==> src/hw/rtl/assert_macros.svh <==
// Assertion helpers used by binary_to_decimal_ascii.sv.
`ifndef ASSERT_MACROS_SVH
`define ASSERT_MACROS_SVH

// The expression must be false at every clock edge outside reset.
`define ASSERT_NEVER(label, clk, rst, expr) \
  label: assert property (@(posedge clk) disable iff (rst) !(expr)) \
    else $error("assertion failed: forbidden condition seen");

// Whenever the antecedent holds, the consequent holds in the same cycle.
`define ASSERT_IMPLIES(label, clk, rst, ante, cons) \
  label: assert property (@(posedge clk) disable iff (rst) (ante) |-> (cons)) \
    else $error("assertion failed: implication violated");

// Whenever the antecedent holds, the consequent holds in the following cycle.
`define ASSERT_NEXT(label, clk, rst, ante, cons) \
  label: assert property (@(posedge clk) disable iff (rst) (ante) |=> (cons)) \
    else $error("assertion failed: next-cycle implication violated");

`endif

==> src/hw/rtl/bda_pkg.sv <==
package bda_pkg;

  localparam int VALUE_W = 16;
  localparam int CHAR_W  = 6;
  localparam int DIGIT_W = 4;
  localparam int PROG_LEN = 10;
  localparam int PC_W    = $clog2(PROG_LEN);

  localparam logic [CHAR_W-1:0] CHAR_ZERO = 6'd48;

  typedef enum logic [1:0] {
    OP_WAIT,
    OP_SUB,
    OP_EMIT,
    OP_UNITS
  } op_t;

  typedef enum logic [1:0] {
    COND_NEVER,
    COND_ALWAYS,
    COND_IDLE,
    COND_GE
  } cond_t;

  typedef struct packed {
    op_t             op;
    logic [1:0]      wsel;
    cond_t           cond;
    logic [PC_W-1:0] target;
  } ctrl_t;

  function automatic logic [VALUE_W-1:0] place_weight(input logic [1:0] wsel);
    logic [VALUE_W-1:0] w;
    case (wsel)
      2'd0: w = 16'd10000;
      2'd1: w = 16'd1000;
      2'd2: w = 16'd100;
      default: w = 16'd10;
    endcase
    return w;
  endfunction

endpackage

==> src/hw/rtl/bda_sequencer.sv <==
module bda_sequencer (
  input  logic            clk,
  input  logic            rst,
  input  logic            start,
  input  logic            ge,
  output bda_pkg::ctrl_t  ctrl,
  output logic            busy
);
  import bda_pkg::*;

  logic [PC_W-1:0] pc;
  logic [PC_W-1:0] pc_next;
  logic            taken;

  // Program: wait, then a subtract loop and an emit step for each of the
  // four places, then the units digit and back to the wait step.
  function automatic ctrl_t ucode(input logic [PC_W-1:0] addr);
    ctrl_t w;
    case (addr)
      4'd0: w = '{op: OP_WAIT,  wsel: 2'd0, cond: COND_IDLE,   target: 4'd0};
      4'd1: w = '{op: OP_SUB,   wsel: 2'd0, cond: COND_GE,     target: 4'd1};
      4'd2: w = '{op: OP_EMIT,  wsel: 2'd0, cond: COND_NEVER,  target: 4'd0};
      4'd3: w = '{op: OP_SUB,   wsel: 2'd1, cond: COND_GE,     target: 4'd3};
      4'd4: w = '{op: OP_EMIT,  wsel: 2'd1, cond: COND_NEVER,  target: 4'd0};
      4'd5: w = '{op: OP_SUB,   wsel: 2'd2, cond: COND_GE,     target: 4'd5};
      4'd6: w = '{op: OP_EMIT,  wsel: 2'd2, cond: COND_NEVER,  target: 4'd0};
      4'd7: w = '{op: OP_SUB,   wsel: 2'd3, cond: COND_GE,     target: 4'd7};
      4'd8: w = '{op: OP_EMIT,  wsel: 2'd3, cond: COND_NEVER,  target: 4'd0};
      4'd9: w = '{op: OP_UNITS, wsel: 2'd3, cond: COND_ALWAYS, target: 4'd0};
      default: w = '{op: OP_WAIT, wsel: 2'd0, cond: COND_ALWAYS, target: 4'd0};
    endcase
    return w;
  endfunction

  assign ctrl = ucode(pc);
  assign busy = (pc != '0);

  always_comb begin
    case (ctrl.cond)
      COND_NEVER:  taken = 1'b0;
      COND_ALWAYS: taken = 1'b1;
      COND_IDLE:   taken = !start;
      COND_GE:     taken = ge;
      default:     taken = 1'b1;
    endcase
    pc_next = taken ? ctrl.target : pc + PC_W'(1);
  end

  always_ff @(posedge clk) begin
    if (rst) begin
      pc <= '0;
    end else begin
      pc <= pc_next;
    end
  end

endmodule

==> src/hw/rtl/bda_datapath.sv <==
module bda_datapath (
  input  logic                          clk,
  input  logic                          rst,
  input  bda_pkg::ctrl_t                ctrl,
  input  logic                          start,
  input  logic [bda_pkg::VALUE_W-1:0]   value,
  output logic                          ge,
  output logic [bda_pkg::CHAR_W-1:0]    digit_char,
  output logic                          last,
  output logic                          char_valid
);
  import bda_pkg::*;

  logic [VALUE_W-1:0] rest;
  logic [VALUE_W-1:0] weight;
  logic [DIGIT_W-1:0] digit;
  logic               started;

  assign weight = place_weight(ctrl.wsel);
  assign ge     = (rest >= weight);

  always_ff @(posedge clk) begin
    if (rst) begin
      char_valid <= 1'b0;
      last       <= 1'b0;
      started    <= 1'b0;
    end else begin
      char_valid <= 1'b0;
      last       <= 1'b0;
      case (ctrl.op)
        OP_WAIT: begin
          if (start) begin
            rest    <= value;
            digit   <= '0;
            started <= 1'b0;
          end
        end
        OP_SUB: begin
          if (ge) begin
            rest  <= rest - weight;
            digit <= digit + DIGIT_W'(1);
          end
        end
        OP_EMIT: begin
          // Leading zeros stay silent until the first nonzero digit.
          if (started || digit != '0) begin
            char_valid <= 1'b1;
            digit_char <= CHAR_ZERO + {{(CHAR_W-DIGIT_W){1'b0}}, digit};
            started    <= 1'b1;
          end
          digit <= '0;
        end
        OP_UNITS: begin
          char_valid <= 1'b1;
          last       <= 1'b1;
          digit_char <= CHAR_ZERO + {{(CHAR_W-DIGIT_W){1'b0}}, rest[DIGIT_W-1:0]};
        end
        default: begin
          digit <= '0;
        end
      endcase
    end
  end

endmodule

==> src/hw/rtl/binary_to_decimal_ascii.sv <==
// Unsigned 16-bit binary to ASCII decimal text, most significant digit first.
// Input: drive value and raise start; the transaction is taken at the clock
// edge where start is high and busy is low. busy stays high until the units
// digit has been issued.
// Output: each character appears on digit_char for one cycle with char_valid
// high; last marks the units digit, which always closes the number. Leading
// zeros are dropped, so zero gives the single character '0'.
// Timing: a microcoded sequencer steps through one control word per cycle.
// In each of the four places a subtract step repeats while the weight fits
// and runs once more when it no longer does, then an emit step follows; the
// units step closes the number. No new number is taken while busy is high,
// and the next transaction is taken on the cycle the last character is shown.
// Reset (rst, synchronous) returns the sequencer to its wait step and
// drops char_valid. The receiver cannot stall; every character must be
// taken in the cycle it is shown.
`include "assert_macros.svh"

module binary_to_decimal_ascii (
  input  logic                          clk,
  input  logic                          rst,
  input  logic                          start,
  output logic                          busy,
  input  logic [bda_pkg::VALUE_W-1:0]   value,
  output logic [bda_pkg::CHAR_W-1:0]    digit_char,
  output logic                          last,
  output logic                          char_valid
);
  import bda_pkg::*;

  ctrl_t ctrl;
  logic  ge;

  bda_sequencer u_seq (
    .clk   (clk),
    .rst   (rst),
    .start (start),
    .ge    (ge),
    .ctrl  (ctrl),
    .busy  (busy)
  );

  bda_datapath u_dp (
    .clk        (clk),
    .rst        (rst),
    .ctrl       (ctrl),
    .start      (start),
    .value      (value),
    .ge         (ge),
    .digit_char (digit_char),
    .last       (last),
    .char_valid (char_valid)
  );

  `ASSERT_IMPLIES(a_last_is_valid, clk, rst, last, char_valid)
  `ASSERT_NEXT(a_accept_sets_busy, clk, rst, start && !busy, busy)
  `ASSERT_IMPLIES(a_last_frees_block, clk, rst, char_valid && last, !busy)
  `ASSERT_NEVER(a_char_while_idle, clk, rst, char_valid && !last && !busy)

endmodule

==> config.mk <==
export PLATFORM = sky130hd
export DESIGN_NAME = binary_to_decimal_ascii
export DESIGN_NICKNAME = d
export VERILOG_FILES = /design/src/hw/rtl/bda_pkg.sv /design/src/hw/rtl/bda_sequencer.sv /design/src/hw/rtl/bda_datapath.sv /design/src/hw/rtl/binary_to_decimal_ascii.sv
export VERILOG_INCLUDE_DIRS = /design/src /design/src/hw/rtl
export SDC_FILE = /design/constraint.sdc
export NUM_CORES = 1
export LEC_CHECK = 0
export ABC_AREA = 1
export ABC_CLOCK_PERIOD_IN_PS = 3200
export BUFFER_PORTS_ARGS = -buffer_cell sky130_fd_sc_hd__buf_2
export CORE_MARGIN = 2
export CORE_UTILIZATION = 45
export CTS_CLUSTER_DIAMETER = 30
export DETAILED_ROUTE_END_ITERATION = 7
export HOLD_SLACK_MARGIN = 0.06
export MAX_ROUTING_LAYER = met4
export PLACE_DENSITY = 0.61
export REMOVE_ABC_BUFFERS = 1
export SLEW_MARGIN = 0
export SYNTH_ARGS = -nofsm -noshare
export SYNTH_HDL_FRONTEND = slang
export SYNTH_HIERARCHICAL = 1
export SYNTH_SLANG_ARGS = --single-unit
==> constraint.sdc <==
create_clock -name clk -period 3.2 [get_ports clk]
set_input_delay 0 -clock clk [delete_from_list [all_inputs] [get_ports clk]]
set_output_delay 0 -clock clk [all_outputs]
set_load 0.01 [all_outputs]
# Word-level counts from Yosys, hierarchy flattened
# Memories as Yosys holds them, arrays and structs flattened. A register that Yosys moved wholly into a read port is not among the register bits.
# Cells that the tools add are included.
# W data, S select, Z words.
[totals]
regBits = 33
latchBits = 0
ramBits = 0
mem_bits_ro = 144
in_bits = 19
out_inout_bits = 9
word_cells = 59
mem_count = 1
[op_classes]
addsub = 5
mul = 0
n_div = 0
order_cmp = 1
eq_ne = 11
n_shift = 0
muxes = 18
bitwise = 1
n_reduce_logical = 15
[memory_table]
columns = ["name", "words", "word_bits", "rd", "rd_clocked_by_memory_dff", "wr", "line_no", "source"]
rows = [
  ["(name not given)", 16, 9, 1, 1, 0, "bda_sequencer.sv:19", "case (addr)"],
]
[ops]
columns = ["op", "n"]
rows = [
  ["$pmux W14 S3", 1],
  ["$mux W16", 2],
  ["$pmux W16 S2", 1],
  ["$ge A16 B14 Y1", 1],
  ["$mux W4", 4],
  ["$sub A16 B14 Y16", 1],
  ["$add A5 B5 Y6 const A", 2],
  ["$pmux W4 S3", 1],
  ["$pmux W6 S2", 1],
  ["$eq A2 B2 Y1 const B", 5],
  ["$add A4 B1 Y4 const B", 2],
  ["$reduce_and A4 Y1", 2],
  ["$reduce_bool A4 Y1", 2],
  ["$eq A2 B1 Y1 const B", 3],
  ["$logic_not A2 Y1", 3],
  ["$mux W6", 1],
  ["$reduce_and A3 Y1", 2],
  ["$reduce_bool A2 Y1", 3],
  ["$mux W1", 4],
  ["$ne A2 B2 Y1 const B", 2],
  ["$pmux W1 S2", 2],
  ["$pmux W1 S4", 1],
  ["$reduce_bool A3 Y1", 1],
  ["$ne A2 B1 Y1 const B", 1],
  ["3 further kinds", 3],
]

# Depth between registers and ports, before layout
# Gate-level depths: netlist (run 1).
[depth]
word_depth = 6
depth_mapped = 24
depth_no_buf = 24

# By module
# Netlist (run 1), hierarchy kept.
[by_module_without_submodules]
columns = ["module", "n_inst", "cells_each", "area_each_um2", "seq_area_each_um2"]
rows = [
  ["bda_datapath", 1, 289, 2095.8, 780.7],
  ["bda_sequencer", 1, 88, 784.5, 260.2],
]

# Worst setup path before layout (run 1)
# Ideal clock, no wire load.
[synth_path]
path_kind = "register to register"
startpoint = "register, netlist name u_seq/ctrl[6]"
endpoint = "register, netlist name u_seq/ctrl[6]"
setup_ps = 113
arrival_ps = 2650
required_time_ps = 3087
slack_ps = 438
path_stages_with_launch = 22
n_path_buf = 0
period_less_slack_ps = 2762
path_cell_list = "dfxtp_1 -> inv_1 -> ha_1 -> inv_1 -> ha_1 -> nand2_2 -> inv_2 -> a21oi_2 -> nand3_1 -> nand2_1 -> nand2_1 -> inv_1 -> nand3_2 -> nand2_4 -> nor2_4 -> nor2_8 -> inv_1 -> ha_1 -> nand4_1 -> nand2_1 -> nand2_1 -> nand2_1"
[synth_via]
elab_chain_len = 6
elab_cells_between_ends = 8
classes_between = "order compare (1); eq/ne (2); mux (4); reduce/logical (1)"
[synth_lines]
columns = ["item", "line_no", "source"]
rows = [
  ["$eq A2 B2 Y1, or another cell as far along", "bda_pkg.sv:34", "case (wsel)"],
  ["$pmux W14 S3 (*)", "bda_pkg.sv:34", ""],
  ["$ge A16 B14 Y1 (*)", "bda_datapath.sv:20", "assign ge = (rest >= weight);"],
  ["named net ge", "binary_to_decimal_ascii.sv:31", "logic ge;"],
  ["$pmux W1 S4 (*)", "bda_sequencer.sv:39", "case (ctrl.cond)"],
  ["$mux W4 (*)", "bda_sequencer.sv:46", "pc_next = taken ? ctrl.target : pc + PC_W'(1);"],
  ["$mux W4 (no source line) (*)", "-", ""],
]
# Mark *: on every way through the listed nets, which the timed path passes. The rest lies on a longest branch.
# A chain may end at the register's enable or synchronous reset.

# Worst setup path in the final report (run 1)
[layout_path]
startpoint = "register, netlist name u_seq/ctrl[6]"
endpoint = "register, netlist name u_seq/ctrl[6]"
[layout_via]
elab_chain_len = 6
elab_cells_between_ends = 8
classes_between = "order compare (1); eq/ne (2); mux (4); reduce/logical (1)"
[layout_lines]
columns = ["item", "line_no"]
rows = [
  ["$eq A2 B2 Y1, or another cell as far along", "bda_pkg.sv:34"],
  ["$pmux W14 S3 (*)", "bda_pkg.sv:34"],
  ["$ge A16 B14 Y1 (*)", "bda_datapath.sv:20"],
  ["named net ge", "binary_to_decimal_ascii.sv:31"],
  ["$pmux W1 S4 (*)", "bda_sequencer.sv:39"],
  ["$mux W4 (*)", "bda_sequencer.sv:46"],
  ["$mux W4 (no source line) (*)", "-"],
]
# Marked as above.

==> impl_metrics.json, run 1 <==
{
  "outcome": "finished clean",
  "peakVddDrop_v": 0.000546,
  "hp-class": "primary input to register",
  "rsz0062_at_grt": "no",
  "final.min_clock_period_ps": 2970,
  "finalSetupViolations": 0,
  "gp_congestion": 0.882,
  "fp.dieW_um": 83.8,
  "min_period_over_period_pct": 92.7,
  "netSwitchingFraction_pct": 46.5,
  "cts_sinks": 40,
  "end_kind": "register",
  "p_switching_mw": 1.46,
  "grt.overflow.total": 0,
  "ctsRootBufferMaster": "clkbuf_8",
  "clkPwrFrac_pct": 13.2,
  "ctsLongestPathBuffers": 2,
  "register_area_um2": 1040,
  "arrival_ps": 3160,
  "final_cells": 503,
  "num_io_pins": 28,
  "grtUsageTotal_pct": 18.4,
  "cts_buffers": 5,
  "die_area_um2": 7030,
  "multiInputGateArea_um2": 1570,
  "p_per_area_nw_per_um2": 922,
  "grt_pass1_wl_mm": 10.2,
  "syn_area_um2": 2870,
  "placement.cell_area_um2": 3080,
  "power_frac_seq_pct": 26.6,
  "drt_pass1_iterations": 4,
  "netlist_instances": 375,
  "diodes": 0,
  "drtAntennaViolNets": 0,
  "port_buffers": 25,
  "drv_cap": 0,
  "synthToLayoutAreaGrowth_pct": 19.0,
  "num-fill-cells": 612,
  "grt_pass1_vias": 2285,
  "synth_area_per_cell_um2": 7.65,
  "clock_skew_ps": 6.92,
  "comb_power_share_pct": 60.2,
  "start_util_pct": 46.0,
  "clock_latency_ps": 290,
  "tns_ps": 0,
  "start_kind": "register",
  "critPathRequiredTime_ps": 3390,
  "hold_viol": 0,
  "clk_pin_slew_ps": 80,
  "p_int_mw": 1.68,
  "tritoncts": "yes",
  "yosys_warnings": 6,
  "crit_type": "register to register",
  "dr.first_iter.drc_count": 82,
  "coreArea_um2": 6240,
  "wire_per_inst_um": 11.6,
  "hpwl_mm": 4.45,
  "final_nets": 470,
  "max_freq_mhz": 337,
  "die-height_um": 83.8,
  "leakage_nw": 1.74,
  "wl_mm": 5.86,
  "drive_above_1_share_pct": 18.1,
  "grt_max_degree": 26,
  "antenna_found_initial": 0,
  "vias": 2357,
  "critPathMaxFanout": 6,
  "slew_viol_final": 0,
  "rows": 29,
  "fin_area_um2": 3410,
  "place_inst": 476,
  "viasPerCell": 4.69,
  "htreeDepth": 2,
  "drc": 0
}
## sequential cells by signal (all words and copies together), names as in the netlist
signal           count
u_seq/ctrl           9
u_seq/pc             4
u_dp/rest           16
u_dp/started         1
u_dp/char_valid      1
u_dp/digit_char      4
u_dp/digit           4
u_dp/last            1
## power by group through the flow
stage          registers [mW]  logic [mW]  clock network [mW]
6_report                0.837        1.89               0.415
5_1_grt                 0.856        2.19               0.454
4_1_cts                 0.834        1.83               0.435
3_5_place_dp            0.845        1.81                   0
3_3_place_gp            0.846        1.79                   0
2_1_floorplan           0.828        1.43                   0
## worst max-delay path, cell delays in order (launching register included)
cell and delay (ps):
dfxtp_1 360, inv_1 100, ha_1 320, inv_2 100
ha_4 220, nand2_2 90, inv_2 50, a21oi_2 160
nand3_1 100, nand2_1 100, nand2_1 60, inv_1 70
nand3_2 110, nand2_4 150, nor2_4 60, nor2_8 160
inv_1 100, ha_1 300, nand4_1 90, nand2_1 50
nand2_1 50, nand2_1 40
## placed cells by master, fill, tap and decap left out, types with 3 or more instances in the layout
cell and n:
a21oi_2 3, nand3_1 28, buf_4 4, ha_1 23, clkbuf_8 5, nand2_1 102
dfxtp_1 16, a21oi_1 11, nand2_4 7, edfxtp_1 24, xnor2_1 5, dlygate4sd3_1 17
nand3_2 5, nor2_1 30, buf_2 25, o21ai_0 14, o21ai_1 3, nor3_1 4
nor2_4 3, inv_2 5, nand2_2 7, inv_1 62
## metrics by stage
step	power, mW	utilization (%)	setup slack (ps)	hold WS (ps)
after floorplan	2.26	-	438	69.1
after global placement	2.63	49.4	250	270
after detailed placement	2.65	49.4	158	274
after CTS	3.10	53.9	135	60.7
after global routing	3.50	54.7	29.7	104
final	3.15	54.7	233	72.4
## per-layer routing
layer | vias to the layer above | wire length (um) | GRT usage [%]
met3 | 2 | 169 | 3.07
met1 | 1051 | 2780 | 23.0
met4 | 0 | 41 | 4.55
met5 | - | 0 | -
met2 | 30 | 2870 | 31.2
li1 | 1274 | - | -
## final cells by class
type                            instances  share of cell area [%]
Inverter                               71                    8.03
Clock inverter                          3                    1.25
Timing Repair Buffer                   46                    9.53
Multi-Input combinational cell        261                    45.9
Clock buffer                            5                    2.02
Sequential cell                        40                    30.5
Tap cell                               77                    2.82
## timing repair
| item | in CTS | in global routing |
|---|---|---|
| endpoints found under the hold margin | 18 | 0 |
| setup buffers | 0 | 2 |
| endpoints found under the setup margin | 0 | 2 |
| hold buffers | 17 | 0 |
| resized for setup | 0 | 5 |
## path summary, 6_finish.rpt
check / start / to / slack, ps / depth (start not counted)
worst min register to register: u_dp/started$_SDFFE_PP0P_ / u_dp/started$_SDFFE_PP0P_ / 490 / 2
worst min-delay path: start / u_dp/started$_SDFFE_PP0P_ / 70 / 4
worst max-delay path: u_seq/ctrl[6]$_DFF_P_ / u_seq/ctrl[6]$_DFF_P_ / 230 / 21
worst max register to register: u_seq/ctrl[6]$_DFF_P_ / u_seq/ctrl[6]$_DFF_P_ / 230 / 21
(Power assumes the default switching activity.)
==> run 2, diff against run 1 <==
- CORE_UTILIZATION: 45 -> 40
- PLACE_DENSITY: 0.61 -> 0.56
- SYNTH_HIERARCHICAL: 1 -> unset
==> run 2 against run 1 <==
  * First-iteration DRC count up 4.9%
  * Worst setup slack gained 97 ps
  * Clock power shrank 18%
  * Worst hold slack better by 2.5 ps
  * Cell count fell by 13%
==> impl_metrics.json, run 2 <==
{
  "clk_pin_slew_ps": 80,
  "ys_async_sr_fraction_pct": 0,
  "fp.dieW_um": 84.7,
  "num-fill-cells": 645,
  "drc": 0,
  "hold_slack_ps": 74.9,
  "viasPerCell": 4.77,
  "tns_ps": 0,
  "ctsLongestPathBuffers": 2,
  "p_switching_mw": 1.11,
  "grt.overflow.total": 0,
  "gp_congestion": 0.849,
  "start_util_pct": 41.2,
  "hold_buffers": 17,
  "multiInputGateArea_um2": 1350,
  "wl_mm": 5.34,
  "start_kind": "register",
  "final.setup.worst_slack_ps": 331,
  "yosysTopAreaCell": "edfxtp_1",
  "synth_area_per_cell_um2": 8.26,
  "grt_max_degree": 27,
  "grt_pass1_wl_mm": 9.38,
  "leakage_nw": 1.48,
  "die_area_um2": 7170,
  "final_cells": 440,
  "clkPwrFrac_pct": 13.6,
  "num_io_pins": 28,
  "power_frac_seq_pct": 32.9,
  "post-route-util_pct": 48.6,
  "top_register": "u_dp.rest",
  "synth_edf_count": 24,
  "drt_pass1_iterations": 4,
  "tritoncts": "yes",
  "slew_viol_final": 0,
  "netlist_instances": 315,
  "critPathRequiredTime_ps": 3390,
  "timing_worst_slew_pin_value_ps": 753,
  "antenna_found_initial": 0,
  "peakVddDrop_v": 0.000331,
  "drv_cap": 0,
  "critPathMaxFanout": 6,
  "synth_cell_type_count": 35,
  "clock_latency_ps": 290,
  "outcome": "finished clean",
  "largest_register_ffs": 16,
  "synthToLayoutAreaGrowth_pct": 18.0,
  "register_area_um2": 1040,
  "wire_per_inst_um": 12.1,
  "drive_above_1_share_pct": 17.4,
  "crit_type": "register to register",
  "max_freq_mhz": 349,
  "arrival_ps": 3060,
  "synth.area.top_cells": "edfxtp_1 (28%), dfxtp_1 (12%), ha_1 (12%)",
  "hold_viol": 0,
  "clock_skew_ps": 9.62,
  "diodes": 0,
  "yosysMostFrequentCell": "nand2_1",
  "grtUsageTotal_pct": 16.7,
  "placement.cell_area_um2": 2820,
  "final_nets": 407,
  "layout_commonest_cell": "nand2_1",
  "grt_pass1_vias": 2129,
  "vias": 2098,
  "post_cts_resized": 0,
  "rows": 29,
  "place_ws_ps": 276,
  "slew-limit-headroom_pct": 49.8,
  "hpwl_mm": 4.09,
  "ys_seq_area_share_pct": 40.0,
  "ys_seq_elements": 40,
  "routed-wl-met3_um": 216,
  "hp-class": "primary input to register",
  "coreArea_um2": 6310,
  "ys.flop_type": "edfxtp_1",
  "rsz0062_at_grt": "no",
  "netSwitchingFraction_pct": 44.6,
  "final_cell_mix": "nand2_1 (77), inv_1 (46), ha_1 (25), buf_2 (25), edfxtp_1 (24)",
  "cts_buffers": 5,
  "htreeDepth": 2,
  "wl_met1_mm": 2.56,
  "dr.first_iter.drc_count": 86,
  "syn_area_um2": 2600,
  "wl_met2_mm": 2.52,
  "cts_setup_buffers": 0,
  "min_period_over_period_pct": 89.7,
  "fin_area_um2": 3070,
  "port_buffers": 25,
  "place_inst": 415,
  "yosys-top-cells-count": "nand2_1 (77), inv_1 (46), ha_1 (25)",
  "finalPower_mw": 2.50,
  "cts_sinks": 40,
  "comb_power_share_pct": 53.5,
  "p_int_mw": 1.39,
  "p_per_area_nw_per_um2": 815,
  "route.top_layer_used": "met4",
  "final.min_clock_period_ps": 2870,
  "finalSetupViolations": 0,
  "drtAntennaViolNets": 0,
  "die-height_um": 84.7,
  "ctsRootBufferMaster": "clkbuf_8",
  "end_kind": "register",
  "yosys_warnings": 0,
  "netlist.area_leader.share_pct": 27.7
}
==> run 2: metal layers <==
metal	global-route usage (%)	up-vias
li1	-	1113
met1	21.1	947
met2	27.4	34
met3	3.44	4
met4	4.47	0
met5	-	-
==> run 2: area by class of cell <==
| cell class | instances | area share [%] |
|---|---|---|
| Tap cell | 77 | 3.14 |
| Multi-Input combinational cell | 221 | 44.0 |
| Clock buffer | 6 | 2.36 |
| Timing Repair Buffer | 44 | 10.1 |
| Sequential cell | 40 | 33.9 |
| Inverter | 50 | 6.11 |
| Clock inverter | 2 | 0.367 |
==> run 2: kinds of logic after synthesis <==
| family | synth area share, % |
|---|---|
| xor gates and xnor gates | 3.37 |
| DFF | 40.0 |
| and+or+nand+nor | 23.9 |
| adders and majority gates | 12.8 |
| other | 0.144 |
| AOI/OAI and AO/OA | 11.5 |
| buffers and inverters | 8.22 |
==> run 2: power by group through the flow <==
stage               Combinational (mW)  Clock, mW  Sequential [mW]
finish                            1.34      0.340            0.823
CTS                               1.36      0.351            0.824
global route                      1.55      0.373            0.841
floorplan                         1.04          0            0.814
detailed placement                1.33          0            0.834
global placement                  1.32          0            0.835
==> run 2: path summary, 6_finish.rpt <==
kind,startpoint,end,slack [ps],depth (start not counted)
hold reg to reg,u_seq.ctrl[1]$_SDFF_PP0_,u_seq.pc[1]$_SDFF_PP0_,590,2
hold / removal,value[13],u_dp.rest[13]$_DFFE_PP_,70,3
setup reg to reg,u_seq.ctrl[6]$_DFF_P_,u_seq.ctrl[6]$_DFF_P_,330,19
setup / recovery,u_seq.ctrl[6]$_DFF_P_,u_seq.ctrl[6]$_DFF_P_,330,19
==> run 2: critical path: stages (launching register included) <==
cell and delay, ps:
dfxtp_1 360, inv_1 100, ha_1 200, o21bai_1 240
ha_1 310, nand2_1 80, nand2_1 60, nand2_1 60
nand2_1 60, a21oi_2 210, nand3_4 150, nand2_4 140
nand2_1 100, o211ai_4 110, inv_1 110, ha_1 280
inv_1 50, nand2_1 40, nand2_1 70, nand2_1 40
